`src/sv/atipd_pkg.sv`:
```
`default_nettype none

package atipd_pkg;

    // Default width of the length accumulator and the payload byte counter
    localparam int unsigned LEN_WIDTH_DEF = 16;

    // Longest literal pattern, in characters
    localparam int unsigned MAX_PAT = 6;

    typedef logic [2:0] prog_t;
    typedef logic [MAX_PAT-1:0][7:0] pat_t;

    // Entry 0 holds the first character of the pattern
    localparam pat_t IPD_PAT    = {8'h00, 8'h2C, 8'h44, 8'h50, 8'h49, 8'h2B}; // "+IPD,"
    localparam pat_t UNLINK_PAT = {8'h6B, 8'h6E, 8'h69, 8'h6C, 8'h6E, 8'h55}; // "Unlink"
    localparam prog_t IPD_LEN    = 3'd5;
    localparam prog_t UNLINK_LEN = 3'd6;

    localparam logic [7:0] CH_COLON = 8'h3A;
    localparam logic [7:0] CH_ZERO  = 8'h30;
    localparam logic [7:0] CH_NINE  = 8'h39;

    // Event codes
    localparam logic [2:0] EV_CONSUMED  = 3'd0;
    localparam logic [2:0] EV_PAYLOAD   = 3'd1;
    localparam logic [2:0] EV_CLOSED    = 3'd2;
    localparam logic [2:0] EV_MALFORMED = 3'd3;
    localparam logic [2:0] EV_HEADER    = 3'd4;

    typedef enum logic [2:0] {
        PH_HUNT    = 3'b001,
        PH_HEADER  = 3'b010,
        PH_PAYLOAD = 3'b100
    } phase_t;

    typedef struct packed {
        logic [2:0]  event_kind;
        logic [7:0]  data_byte;
        logic [15:0] payload_length;
        logic        last_payload;
    } result_t;

endpackage

`default_nettype wire

```
`src/sv/at_modem_ipd_deframer.sv`:
```
// An accepted byte waits in the input stage; its result is registered in the
// result stage. Throughput: one byte per cycle while m_ready keeps up; each
// byte gives exactly one result. The figure is set by the per-byte state
// update, combinational in atipd_core. Reset: aresetn, synchronous, active low,
// clears both stages and returns the parser to hunting, matchers and counters at zero.
`default_nettype none

module at_modem_ipd_deframer #(
    parameter int unsigned LEN_WIDTH = atipd_pkg::LEN_WIDTH_DEF
) (
    input  wire logic        aclk,
    input  wire logic        aresetn,
    // received byte stream
    input  wire logic        s_valid,
    output logic             s_ready,
    input  wire logic [7:0]  s_rx_byte,
    // parser events
    output logic             m_valid,
    input  wire logic        m_ready,
    output logic [2:0]       m_event_kind,
    output logic [7:0]       m_data_byte,
    output logic [15:0]      m_payload_length,
    output logic             m_last_payload
);

    // Input stage: holds one accepted byte.
    logic       in_valid_reg, in_valid_next;
    logic [7:0] in_byte_reg;

    // Result stage.
    logic               out_valid_reg, out_valid_next;
    atipd_pkg::result_t result_reg;
    atipd_pkg::result_t result_next;

    // Parser state, updated when a byte moves from input to result stage.
    atipd_pkg::phase_t    phase_reg, phase_next;
    atipd_pkg::prog_t     ipd_prog_reg, ipd_prog_next;
    atipd_pkg::prog_t     unl_prog_reg, unl_prog_next;
    logic [LEN_WIDTH-1:0] accum_reg, accum_next;
    logic [LEN_WIDTH-1:0] left_reg, left_next;

    logic out_free;   // result stage can take a new result this cycle
    logic step;       // the byte in the input stage is processed this cycle
    logic s_xfer;

    assign out_free = !out_valid_reg || m_ready;
    assign step     = in_valid_reg && out_free;
    // input stage frees up in the same cycle its byte moves on
    assign s_ready  = !in_valid_reg || out_free;
    assign s_xfer   = s_valid && s_ready;

    atipd_core #(
        .LEN_WIDTH (LEN_WIDTH)
    ) u_core (
        .rx_byte       (in_byte_reg),
        .phase         (phase_reg),
        .ipd_prog      (ipd_prog_reg),
        .unl_prog      (unl_prog_reg),
        .accum         (accum_reg),
        .left          (left_reg),
        .phase_next    (phase_next),
        .ipd_prog_next (ipd_prog_next),
        .unl_prog_next (unl_prog_next),
        .accum_next    (accum_next),
        .left_next     (left_next),
        .result        (result_next)
    );

    always_comb begin
        in_valid_next = s_xfer ? 1'b1 : (step ? 1'b0 : in_valid_reg);
        if (step) begin
            out_valid_next = 1'b1;
        end else if (m_ready) begin
            out_valid_next = 1'b0;
        end else begin
            out_valid_next = out_valid_reg;
        end
    end

    always_ff @(posedge aclk) begin
        if (!aresetn) begin
            in_valid_reg  <= 1'b0;
            out_valid_reg <= 1'b0;
            phase_reg     <= atipd_pkg::PH_HUNT;
            ipd_prog_reg  <= '0;
            unl_prog_reg  <= '0;
            accum_reg     <= '0;
            left_reg      <= '0;
        end else begin
            in_valid_reg  <= in_valid_next;
            out_valid_reg <= out_valid_next;
            if (step) begin
                phase_reg    <= phase_next;
                ipd_prog_reg <= ipd_prog_next;
                unl_prog_reg <= unl_prog_next;
                accum_reg    <= accum_next;
                left_reg     <= left_next;
            end
        end
    end

    // Payload registers: no reset needed.
    always_ff @(posedge aclk) begin
        if (s_xfer) begin
            in_byte_reg <= s_rx_byte;
        end
        if (step) begin
            result_reg <= result_next;
        end
    end

    assign m_valid          = out_valid_reg;
    assign m_event_kind     = result_reg.event_kind;
    assign m_data_byte      = result_reg.data_byte;
    assign m_payload_length = result_reg.payload_length;
    assign m_last_payload   = result_reg.last_payload;

endmodule

`default_nettype wire

```
`src/sv/atipd_match.sv`:
```
`default_nettype none

// One literal matcher step, naive restart: on a mismatch retry the byte
// once against the first character.
module atipd_match (
    input  wire logic [7:0]      rx_byte,
    input  wire atipd_pkg::prog_t prog,
    input  wire atipd_pkg::pat_t  pat,
    input  wire atipd_pkg::prog_t pat_len,
    output atipd_pkg::prog_t      prog_next,
    output logic                  done
);

    atipd_pkg::prog_t p;

    always_comb begin
        p = (prog >= pat_len) ? '0 : prog;
        if (rx_byte == pat[p]) begin
            prog_next = p + 3'd1;
        end else if (p != '0) begin
            prog_next = (rx_byte == pat[0]) ? 3'd1 : 3'd0;
        end else begin
            prog_next = p;
        end
        done = (prog_next == pat_len);
    end

endmodule

`default_nettype wire

```
`src/sv/atipd_core.sv`:
```
`default_nettype none

// Per-byte next state and result.
module atipd_core #(
    parameter int unsigned LEN_WIDTH = atipd_pkg::LEN_WIDTH_DEF
) (
    input  wire logic [7:0]           rx_byte,
    input  wire atipd_pkg::phase_t    phase,
    input  wire atipd_pkg::prog_t     ipd_prog,
    input  wire atipd_pkg::prog_t     unl_prog,
    input  wire logic [LEN_WIDTH-1:0] accum,
    input  wire logic [LEN_WIDTH-1:0] left,
    output atipd_pkg::phase_t         phase_next,
    output atipd_pkg::prog_t          ipd_prog_next,
    output atipd_pkg::prog_t          unl_prog_next,
    output logic [LEN_WIDTH-1:0]      accum_next,
    output logic [LEN_WIDTH-1:0]      left_next,
    output atipd_pkg::result_t        result
);

    atipd_pkg::prog_t ipd_step;
    atipd_pkg::prog_t unl_step;
    logic             ipd_done;
    logic             unl_done;
    logic             is_digit;
    logic [LEN_WIDTH+3:0]  acc_ext;
    logic [LEN_WIDTH+3:0]  mul10;
    logic [LEN_WIDTH+15:0] plen_ext;
    logic [LEN_WIDTH-1:0]  left_dec;

    atipd_match u_ipd (
        .rx_byte   (rx_byte),
        .prog      (ipd_prog),
        .pat       (atipd_pkg::IPD_PAT),
        .pat_len   (atipd_pkg::IPD_LEN),
        .prog_next (ipd_step),
        .done      (ipd_done)
    );

    atipd_match u_unl (
        .rx_byte   (rx_byte),
        .prog      (unl_prog),
        .pat       (atipd_pkg::UNLINK_PAT),
        .pat_len   (atipd_pkg::UNLINK_LEN),
        .prog_next (unl_step),
        .done      (unl_done)
    );

    assign is_digit = (rx_byte >= atipd_pkg::CH_ZERO) && (rx_byte <= atipd_pkg::CH_NINE);
    assign acc_ext  = {4'b0000, accum};
    // accum * 10 + digit, never overflows LEN_WIDTH + 4 bits
    assign mul10    = (acc_ext << 3) + (acc_ext << 1)
                    + (LEN_WIDTH+4)'(rx_byte - atipd_pkg::CH_ZERO);
    assign plen_ext = {16'h0000, accum};
    assign left_dec = (left != '0) ? left - 1'b1 : left;

    always_comb begin
        phase_next    = phase;
        ipd_prog_next = ipd_prog;
        unl_prog_next = unl_prog;
        accum_next    = accum;
        left_next     = left;
        result        = '0;
        result.event_kind = atipd_pkg::EV_CONSUMED;

        case (phase)
            atipd_pkg::PH_HEADER: begin
                if (rx_byte == atipd_pkg::CH_COLON) begin
                    // zero length keeps collecting digits
                    if (accum != '0) begin
                        left_next                = accum;
                        result.payload_length    = plen_ext[15:0];
                        result.event_kind        = atipd_pkg::EV_HEADER;
                        phase_next               = atipd_pkg::PH_PAYLOAD;
                    end
                end else if (!is_digit) begin
                    result.event_kind = atipd_pkg::EV_MALFORMED;
                    phase_next        = atipd_pkg::PH_HUNT;
                    ipd_prog_next     = '0;
                    unl_prog_next     = '0;
                end else if (|mul10[LEN_WIDTH+3:LEN_WIDTH]) begin
                    accum_next = '1;
                end else begin
                    accum_next = mul10[LEN_WIDTH-1:0];
                end
            end
            atipd_pkg::PH_PAYLOAD: begin
                result.event_kind = atipd_pkg::EV_PAYLOAD;
                result.data_byte  = rx_byte;
                left_next         = left_dec;
                if (left_dec == '0) begin
                    result.last_payload = 1'b1;
                    phase_next          = atipd_pkg::PH_HUNT;
                    ipd_prog_next       = '0;
                    unl_prog_next       = '0;
                end
            end
            default: begin
                // hunting; unused phase codes land here too
                phase_next = atipd_pkg::PH_HUNT;
                if (ipd_done) begin
                    ipd_prog_next = '0;
                    unl_prog_next = '0;
                    accum_next    = '0;
                    left_next     = '0;
                    phase_next    = atipd_pkg::PH_HEADER;
                end else if (unl_done) begin
                    ipd_prog_next     = '0;
                    unl_prog_next     = '0;
                    result.event_kind = atipd_pkg::EV_CLOSED;
                end else begin
                    ipd_prog_next = ipd_step;
                    unl_prog_next = unl_step;
                end
            end
        endcase
    end

endmodule

`default_nettype wire

```
`config.mk`:
```
export PLATFORM = sky130hd
export DESIGN_NAME = at_modem_ipd_deframer
export DESIGN_NICKNAME = d
export VERILOG_FILES = /design/src/sv/atipd_pkg.sv /design/src/sv/at_modem_ipd_deframer.sv /design/src/sv/atipd_match.sv /design/src/sv/atipd_core.sv
export SDC_FILE = /design/constraint.sdc
export NUM_CORES = 1
export LEC_CHECK = 0
export BUFFER_PORTS_ARGS = -buffer_cell sky130_fd_sc_hd__buf_4
export CAP_MARGIN = 20
export CORE_MARGIN = 2
export CORE_UTILIZATION = 43
export DETAILED_ROUTE_END_ITERATION = 8
export SETUP_SLACK_MARGIN = 0.5
export SLEW_MARGIN = 20
export SYNTH_ARGS = -nofsm -noshare
export SYNTH_HDL_FRONTEND = slang
export SYNTH_HIERARCHICAL = 1
export SYNTH_SLANG_ARGS = --single-unit
```
`constraint.sdc`:
```
create_clock -name aclk -period 5.7 [get_ports aclk]
set_input_delay 1.14 -clock aclk [delete_from_list [all_inputs] [get_ports aclk]]
set_output_delay 1.14 -clock aclk [all_outputs]
set_load 0.005 [all_outputs]
```
# [Word level (Yosys, flattened, before mapping)]
# Memory sizes are Yosys's and may differ from the RTL's.
# Index checks and enable logic that the tools add are counted.
[op_classes] magnitude_cmp=6 n_shift=0 bitwise=1 eq_ne=17 n_reduce_logical=22 mul=0 mux=45 addsub=6 n_div=0
[ops] cell="$mux W16" n=7
[ops] cell="$pmux W16 S2" n=2
[ops] cell="$mux W3" n=20
[ops] cell="$reduce_bool A16 Y1" n=2
[ops] cell="$pmux W3 S2" n=4
[ops] cell="$add A19 B17 Y20" n=1
[ops] cell="$add A20 B20 Y20" n=1
[ops] cell="$eq A8 B6 Y1 const B" n=2
[ops] cell="$eq A8 B8 Y1" n=2
[ops] cell="$logic_not A16 Y1" n=1
[ops] cell="$mux W8" n=2
[ops] cell="$sub A16 B1 Y16 const B" n=1
[ops] cell="$reduce_and A4 Y1" n=3
[ops] cell="$eq A3 B3 Y1 const B" n=3
[ops] cell="$reduce_bool A3 Y1" n=3
[ops] cell="$sub A8 B6 Y9 const B" n=1
[ops] cell="$eq A8 B7 Y1 const B" n=1
[ops] cell="$ge A8 B6 Y1 const B" n=1
[ops] cell="$le A8 B6 Y1 const B" n=1
[ops] cell="$lt A3 B4 Y1 const B" n=2
[ops] cell="$ne A2 B1 Y1 const B" n=4
[ops] cell="$mux W1" n=7
[ops] cell="$add A3 B1 Y3 const B" n=2
[ops] cell="$ge A3 B3 Y1 const B" n=2
[ops] cell="other kinds (12)" n=22
[totals] elab_cells=111 n_memories=2 romBits=128 input_bits=12 output_inout_bits=30 mem_bits_rw=0 regBits=79 latchBits=0
[mem_list] memory="(name not given)" depth=8 width=8 read_ports=1 rd_ports_with_merged_regs=0 write_ports=0 line_no="atipd_match.sv:18" source="if (rx_byte == pat[p]) begin"
[mem_list] memory="(name not given)" depth=8 width=8 read_ports=1 rd_ports_with_merged_regs=0 write_ports=0 line_no="atipd_match.sv:18"

# [Logic depth before layout (Yosys ltp)]
# Gate-level depths: netlist of run 1.
[depth] word_depth=10 ltp_mapped=23 ltp_nobuf=19

# [Cells and area by module]
# Netlist of run 1, hierarchy kept.
[by_module_without_submodules] mod="atipd_core" cells_per_inst=454 seq_area_each_um2=0.0 area_per_inst_um2=3001.6 n_inst=1
[by_module_without_submodules] mod="at_modem_ipd_deframer" cells_per_inst=223 seq_area_each_um2=1941.9 area_per_inst_um2=2830.2 n_inst=1
[by_module_without_submodules] mod="atipd_match" cells_per_inst=148 seq_area_each_um2=0.0 area_per_inst_um2=1001.0 n_inst=2

# [Worst setup path after synthesis of run 1]
# Ideal clock, no wire load.
[synth_timing] path_type="reg-to-reg" from="register in_byte_reg[4]" to="register accum_reg[13]" setup_slack_ps=1421 setup_time_ps=72 n_path_buf=1 t_arrival_ps=4207 period_less_slack_ps=4279 stages_incl_launch_ff=16 t_required_ps=5628 path_cell_list="edfxtp_1 > ha_1 > or3_1 > inv_1 > fa_1 > ha_1 > a2111o_1 > o21ai_1 > a2111oi_1 > or4_1 > o2111ai_2 > buf_2 > o31ai_1 > a22oi_1 > nand2_1 > mux2i_1"
[synth_between] elab_chain_cells=7 word_cells_on_any_way=21 cone_classes="add/sub: 2; order compare: 2; eq/ne: 6; mux: 7; reduce/logical: 4"
[synth_rtl] item="from (decl)" line_no="at_modem_ipd_deframer.sv:28" source="logic [7:0] in_byte_reg;"
[synth_rtl] item="from (signal assigned)" line_no="at_modem_ipd_deframer.sv:105" source="in_byte_reg <= s_rx_byte;"
[synth_rtl] item="$sub A8 B6 Y9 *" line_no="atipd_core.sv:53" source="+ (LEN_WIDTH+4)'(rx_byte - atipd_pkg::CH_ZERO);"
[synth_rtl] item="$add A20 B20 Y20 *" line_no="atipd_core.sv:53"
[synth_rtl] item="$reduce_or A4 Y1" line_no="atipd_core.sv:81" source="end else if (|mul10[LEN_WIDTH+3:LEN_WIDTH]) begin"
[synth_rtl] item="$mux W16 *" line_no="atipd_core.sv:81"
[synth_rtl] item="$mux W16 *" line_no="atipd_core.sv:76" source="end else if (!is_digit) begin"
[synth_rtl] item="$mux W16 *" line_no="atipd_core.sv:68" source="if (rx_byte == atipd_pkg::CH_COLON) begin"
[synth_rtl] item="$pmux W16 S2 *" line_no="atipd_core.sv:66" source="case (phase)"
[synth_rtl] item="named net accum_next[13]" line_no="at_modem_ipd_deframer.sv:39" source="logic [LEN_WIDTH-1:0] accum_reg, accum_next;"
[synth_rtl] item="to (signal assigned)" line_no="at_modem_ipd_deframer.sv:96" source="accum_reg <= accum_next;"
[synth_rtl] item="to (decl)" line_no="at_modem_ipd_deframer.sv:39"
# Mark *: on every way through the listed nets, which the timed path passes. The rest lies on a longest branch. The select of a mux whose other input is x is not followed.
# A chain may end at the register's enable or synchronous reset.

# [Worst setup path after layout of run 1]
[layout_timing] from="register in_byte_reg[4]" to="register accum_reg[12]"
# The elaborated chain is that of the path after synthesis.

==> results.md, run 1 <==
- Die Span X: 139 µm
- Final min period: 4.81 ns
- Fmax: 208 MHz
- Synth Cell Area: 7830 µm²
- Vias: a little over 7000
- Rel. slew slack: 37.6%
- Initial DRC count: 509
- Num ports: 42
- ANT cells: 0
- Sequential-to-total area share from yosys stat: roughly a quarter
- Layout fillers: about 1800
- Area leader, netlist: edfxtp_1
- Share of layout cells above drive strength 1: 9.36%
- Leak: 3.75 nW
- Cells after Synth: 973
- RSZ-0062 raised after global routing: false
- Post-CTS Setup Inserts: 0
- CTS H-Tree Depth: 3
- Port bufs: 41
- Global-route usage over all layers: 21.3%
- Final Setup Violations: 0
- Largest net degree at the start of global routing: 84
- WP data required: 5.89 ns
- Hold Vio Cnt, Final: 0
- Top-area cell type share of the netlist area: 13.8%
- Initial antenna violation count: 0
- Clk buf depth: 2
- CTS tree: built
- Die span in y: between 100 and 150 µm
- # DRC: 0
- Worst Setup Slack post-DPL: 0.663 ns
- Top cells by area, synth: edfxtp_1 14%, dfxtp_1 11%, mux2i_1 9.2%, nand2_1 7.5%, ha_1 5.4%
- Vias in the first global route: 6568
- Register Area: between 1500 and 2000 µm²
- Worst setup margin: 0.894 ns
- YS warnings: 6
- Max Clock Skew: 0.00538 ns
- Most frequent cells in the layout: 157 x nand2_1, 148 x conb_1, 72 x mux2i_1
- Setup CP Type: flop to flop
- Clock sinks: around 80
- CP max FO: 18
- Post-Route WL: 20500 µm
- CTS buffer count: 9
- Commonest non-fill, non-tap cell in the layout: nand2_1
- Flops & latches, synth: 79
- CP endpoint kind: flop
- Max cap viols: 0
- CP Launch Type: flop
- HP Class: flop to flop
- FP Rows: 49
- VDD IR max: between 150 and 200 µV
- Area of the multi-input gates: 5980 µm²
- Die ar.: 19300 µm²
- CTS clk-pin slew, worst paths: 0.06 ns
- Syn avg cell area: 8.05 µm²
- Fin util: 50.7%
- Layout area overhead: 15.9%
- Min Hold Slack: 0.490 ns
- Gp weighted congestion: 0.850
- Worst-Margin Slew: 0.928 ns
- EDFF count, synth: 36
- Nets: 1199
- Synth cell types: between 70 and 80
- Core area: 17900 µm²
- Drt pass-1 iters: 5
- Crit path DAT: 5.00 ns
- Fraction of registers with async set/reset: 0%
- Status: complete, no violations
- Clk Latency, worst-skew pair: between 0.3 and 0.4 ns
- Top_reg_cell synth: dfxtp_1
- Ratio of final minimum period to clock period: between 80% and 90%
- Vias/cell: 5.27
- Clock root buffer master: clkbuf_16
- Total grt overflow: 0
- Initial Utilization: between 40 and 50%
- Detail Route Antenna Nets: 0
- Slew Viols, Final: 0
- Final TNS setup: 0 ns
- First-pass GRT wire length: around 34000 µm
- Wirelength per Cell: 14.9 µm
- PwrDens: roughly 150 nW/µm²
- DPL Wire Length: ~15000 µm
==> path summary, 6_finish.rpt <==
path | from | end | slack [ns] | depth (start not counted)
worst max register to register | in_byte_reg[4]$_DFFE_PP_ | accum_reg[12]$_SDFFE_PN0P_ | 0.89 | 14
worst max-delay path | in_byte_reg[4]$_DFFE_PP_ | accum_reg[12]$_SDFFE_PN0P_ | 0.89 | 14
worst min-delay path | phase_reg[1]$_SDFFE_PN0P_ | phase_reg[1]$_SDFFE_PN0P_ | 0.49 | 2
worst min register to register | phase_reg[1]$_SDFFE_PN0P_ | phase_reg[1]$_SDFFE_PN0P_ | 0.49 | 2
==> layer usage <==
layer / GRT usage [%] / part of all wire, % / vias up
met2: 35.5 / 47 / 137
met1: 29.2 / 47 / 3360
met4: 5.37 / 1.6 / 0
li1: - / - / 3722
met3: 3.18 / 3.5 / 18
met5: 0 / 0 / -
==> report_power, final <==
group | switching, mW | total, mW | internal, mW
Clock | 0.238 | 0.530 | 0.292
Combinational | 0.124 | 0.212 | 0.0876
Sequential | 0.0117 | 0.616 | 0.604
Total | 0.374 | 1.36 | 0.984
==> cells by family after synthesis <==
group	share of synthesized area (%)
AND/OR/NAND/NOR	25.6
AO/OA/AOI/OAI	20.6
buffers and inverters	6.09
flip-flops	24.8
multiplexers	9.63
adder cells (fa/ha/maj)	9.26
XOR/XNOR	3.90
other	0.0959
==> layout make-up <==
cell class                      count  share of cell area, %
Multi-Input combinational cell    945                   65.9
Inverter                           47                   1.98
Clock buffer                       10                   2.52
Timing Repair Buffer               56                   4.63
Sequential cell                    79                   21.4
Clock inverter                      6                  0.413
Tap cell                          229                   3.16
==> critical path: stages, from the launching register on <==
cell and delay, ns:
edfxtp_1 0.55, ha_1 0.32, or3_1 0.45, clkinvlp_4 0.25, fa_1 0.46, ha_1 0.36
a2111o_1 0.41, o21ai_1 0.17, a2111oi_1 0.13, o31ai_1 0.40, o2111ai_4 0.38, a2111oi_0 0.53
nor3_1 0.11, nand2_1 0.08, mux2i_1 0.08
==> synthesized netlist by cell type, drive strengths merged (22+ instances only) <==
library cell / number
a21oi: 64
buf: 32
dfxtp: 43
edfxtp: 36
ha: 34
inv: 47
mux2i: 72
nand2: 157
nor2: 59
nor3: 41
o21ai: 48
o22ai: 22
xnor2: 27
==> per-stage QoR <==
step                std cells  total power [mW]  cell area (µm²)
finish                   1372              1.36             9080
global route             1372              1.42             9080
CTS                      1372              1.37             9060
detailed placement       1356             0.836             8790
global placement         1356             0.835             8790
floorplan                1119             0.783             8380
==> timing repair <==
| action | in CTS | in global routing |
|---|---|---|
| endpoints found under the hold margin | 0 | 0 |
| gates resized for setup | 0 | 6 |
| hold buffers | 0 | 0 |
| endpoints found under the setup margin | 0 | 15 |
(Power assumes the default switching activity.)
==> inputs of run 2 (changes only) <==
Clock period 5.7 ns to 3.9 ns, I/O delays scaled along.
==> run 2 against run 1 <==
Worst hold slack improved by 0.0070 ns; total power increased by 59%; global-route usage increased by 1.9 points; fmax increased by 26%; clock-buffer cell count unchanged; first-iteration DRC count increased by 20%; combinational power increased by 110%; setup slack got worse by 0.82 ns; critical endpoint is now accum_reg[11]$_SDFFE_PN0P_; largest cell class unchanged.
==> results.md, run 2 (synthesis gave the netlist of run 1 again) <==
- Non-Filler Instances: 1458 (+6.3%)
- Clock sinks: 79 (unchanged)
- Ratio of final minimum period to clock period: 98.1% (+14 points)
- Final Setup Violations: 0 (unchanged)
- CP max FO: 5 (-13)
- CTS Hold Bufs: 0 (unchanged)
- Final TNS setup: 0 ns (unchanged)
- Core area: 17900 µm² (unchanged)
- CP Launch Type: flop
- Layout fillers: 1603 (-9.3%)
- # DRC: 0 (unchanged)
- Hold Vio Cnt, Final: 0 (unchanged)
- FP Rows: 49 (unchanged)
- Power, Total: 2.16 mW (+59%)
- Setup CP Type: flop to flop
- Max Clock Skew: 0.00955 ns (+0.00417 ns)
- Clock root buffer master: clkbuf_16
- Worst setup margin: 0.0739 ns (-0.820 ns)
- Final min period: 3.83 ns (-0.980 ns)
- Slew Viols, Final: 0 (unchanged)
- Port bufs: 41 (unchanged)
- CTS tree: built
- Initial Utilization: 43.8% (unchanged)
- Global-route usage over all layers: 23.2% (+1.9 points)
- Post-Route WL: 23400 µm (+14%)
- Wirelength per Cell: 16.0 µm (+7.2%)
- DPL Wire Length: 15400 µm (+3.0%)
- Clk pwr share: 38.7% (-0.4 points)
- Nets: 1285 (+7.2%)
- Num ports: 42 (unchanged)
- Vias: 7820 (+8.1%)
- Cell Area, Placed: 9300 µm² (+5.7%)
- Net switching power figure: 0.594 mW (+59%)
- Commonest non-fill, non-tap cell in the layout: nand2_1
- Die Span X: 139 µm (unchanged)
- Rel. slew slack: 45.8% (+8.2 points)
- Status: complete, no violations
- CTS buffer count: 9 (unchanged)
- WP data required: 4.11 ns (-1.78 ns)
- Die ar.: 19300 µm² (unchanged)
- DP Cell Count: 1389 (+2.4%)
- Crit path DAT: 4.04 ns (-0.96 ns)
- First-pass GRT wire length: 36700 µm (+8.6%)
- CTS H-Tree Depth: 3 (unchanged)
- Fin util: 60.2% (+9.5 points)
- Layout area overhead: 37.6%
- Clk Latency, worst-skew pair: 0.34 ns (about the same)
- Drt pass-1 iters: 6 (+1)
- ANT cells: 0 (unchanged)
- Share of layout cells above drive strength 1: 23.9% (+15 points)
- Fmax: 261 MHz (+26%)
- Initial antenna violation count: 0 (unchanged)
- Total grt overflow: 0 (unchanged)
- Combinational Power Share: 20.1% (+4.5 points)
- Vias in the first global route: 6954 (+5.9%)
- Most frequent cells in the layout: 151 x nand2_1, 148 x conb_1, 112 x buf_4
- Detail Route Antenna Nets: 0 (unchanged)
- Worst Setup Slack post-DPL: 0.0444 ns (-0.618 ns)
- Final Cell Area: 10800 µm² (+19%)
- Clk buf depth: 2 (unchanged)
- Worst-Margin Slew: 0.804 ns (-0.124 ns)
- VDD IR max: 201 µV (+20%)
- RSZ-0062 raised after global routing: true
- Sequential Power Share: 41.2% (-4.2 points)
- PwrDens: 201 nW/µm² (+34%)
- Gp weighted congestion: 0.879 (+3.5%)
- Largest net degree at the start of global routing: 84 (unchanged)
- CTS clk-pin slew, worst paths: 0.07 ns (about the same)
- Min Hold Slack: 0.497 ns (+0.00704 ns)
- Vias/cell: 5.36 (+1.7%)
- HP Class: flop to flop
- Switching share of power: 27.5% (-0.091 points)
- CP endpoint kind: flop
- Max cap viols: 0 (unchanged)
- Initial DRC count: 612 (+20%)
- Die span in y: 139 µm (unchanged)
- Power Internal: 1.57 mW (+60%)
- Leak: 4.34 nW (+16%)
==> run 2: cell types whose count changed in the layout (fill, tap and decap cells not counted), moves of 9 or more <==
cell / delta
o21ai_0: -12
ha_1: -13
buf_6: +21
a21oi_1: -9
a2111oi_0: -11
ha_4: +10
buf_4: +56
a2111oi_4: +14
==> run 2: area by class of cell <==
cell class | count | area (µm²) | share of cell area, %
Inverter | 47 | 186 | 1.73
Multi-Input combinational cell | 946 | 6820 | 63.3
Clock buffer | 10 | 229 | 2.12
Clock inverter | 6 | 60.1 | 0.557
Timing Repair Buffer | 141 | 1250 | 11.6
Sequential cell | 79 | 1950 | 18.1
Tap cell | 229 | 287 | 2.66
==> run 2: repair_timing <==
item / in CTS / in global routing
pin swaps: 50 / 36
setup endpoints to repair: 40 / 40
resized for setup: 89 / 66
cloned: 4 / 3
buffers inserted: 31 / 15
==> run 2: final timing paths <==
check | slack [ns] | depth (start not counted) | from | endpoint
max | 0.07 | 16 | in_byte_reg[4]$_DFFE_PP_ | accum_reg[11]$_SDFFE_PN0P_
min | 0.50 | 2 | phase_reg[1]$_SDFFE_PN0P_ | phase_reg[1]$_SDFFE_PN0P_
max reg2reg | 0.07 | 16 | in_byte_reg[4]$_DFFE_PP_ | accum_reg[11]$_SDFFE_PN0P_
min reg2reg | 0.50 | 2 | phase_reg[1]$_SDFFE_PN0P_ | phase_reg[1]$_SDFFE_PN0P_
==> run 2: power groups by stage <==
| stage | Sequential [mW] | Combinational, mW | Clock, mW |
|---|---|---|---|
| 2_1_floorplan | 0.915 | 0.247 | 0 |
| 3_3_place_gp | 0.909 | 0.342 | 0 |
| 3_5_place_dp | 0.909 | 0.344 | 0 |
| 4_1_cts | 0.891 | 0.393 | 0.851 |
| 5_1_grt | 0.893 | 0.477 | 0.885 |
| 6_report | 0.891 | 0.435 | 0.837 |
==> run 2: critical path, stage by stage, from the launching register on <==
cell and delay, ns:
edfxtp_1 0.39, ha_2 0.20, or3_4 0.38, fa_1 0.50, inv_1 0.09, ha_4 0.29
and3_4 0.18, and3_4 0.17, o211ai_1 0.13, a311oi_2 0.38, xor2_2 0.11, buf_6 0.15
buf_6 0.14, a2111oi_4 0.35, nor3_2 0.08, nand2_1 0.07, mux2i_1 0.08
==> run 2: metal layers <==
| metal | global-route usage, % | vias up | routed length (µm) |
|---|---|---|---|
| li1 | - | 3912 | - |
| met1 | 32.8 | 3670 | 11100 |
| met2 | 36.9 | 202 | 10700 |
| met3 | 3.52 | 36 | 1010 |
| met4 | 6.75 | 0 | 565 |
| met5 | 0 | - | 0 |
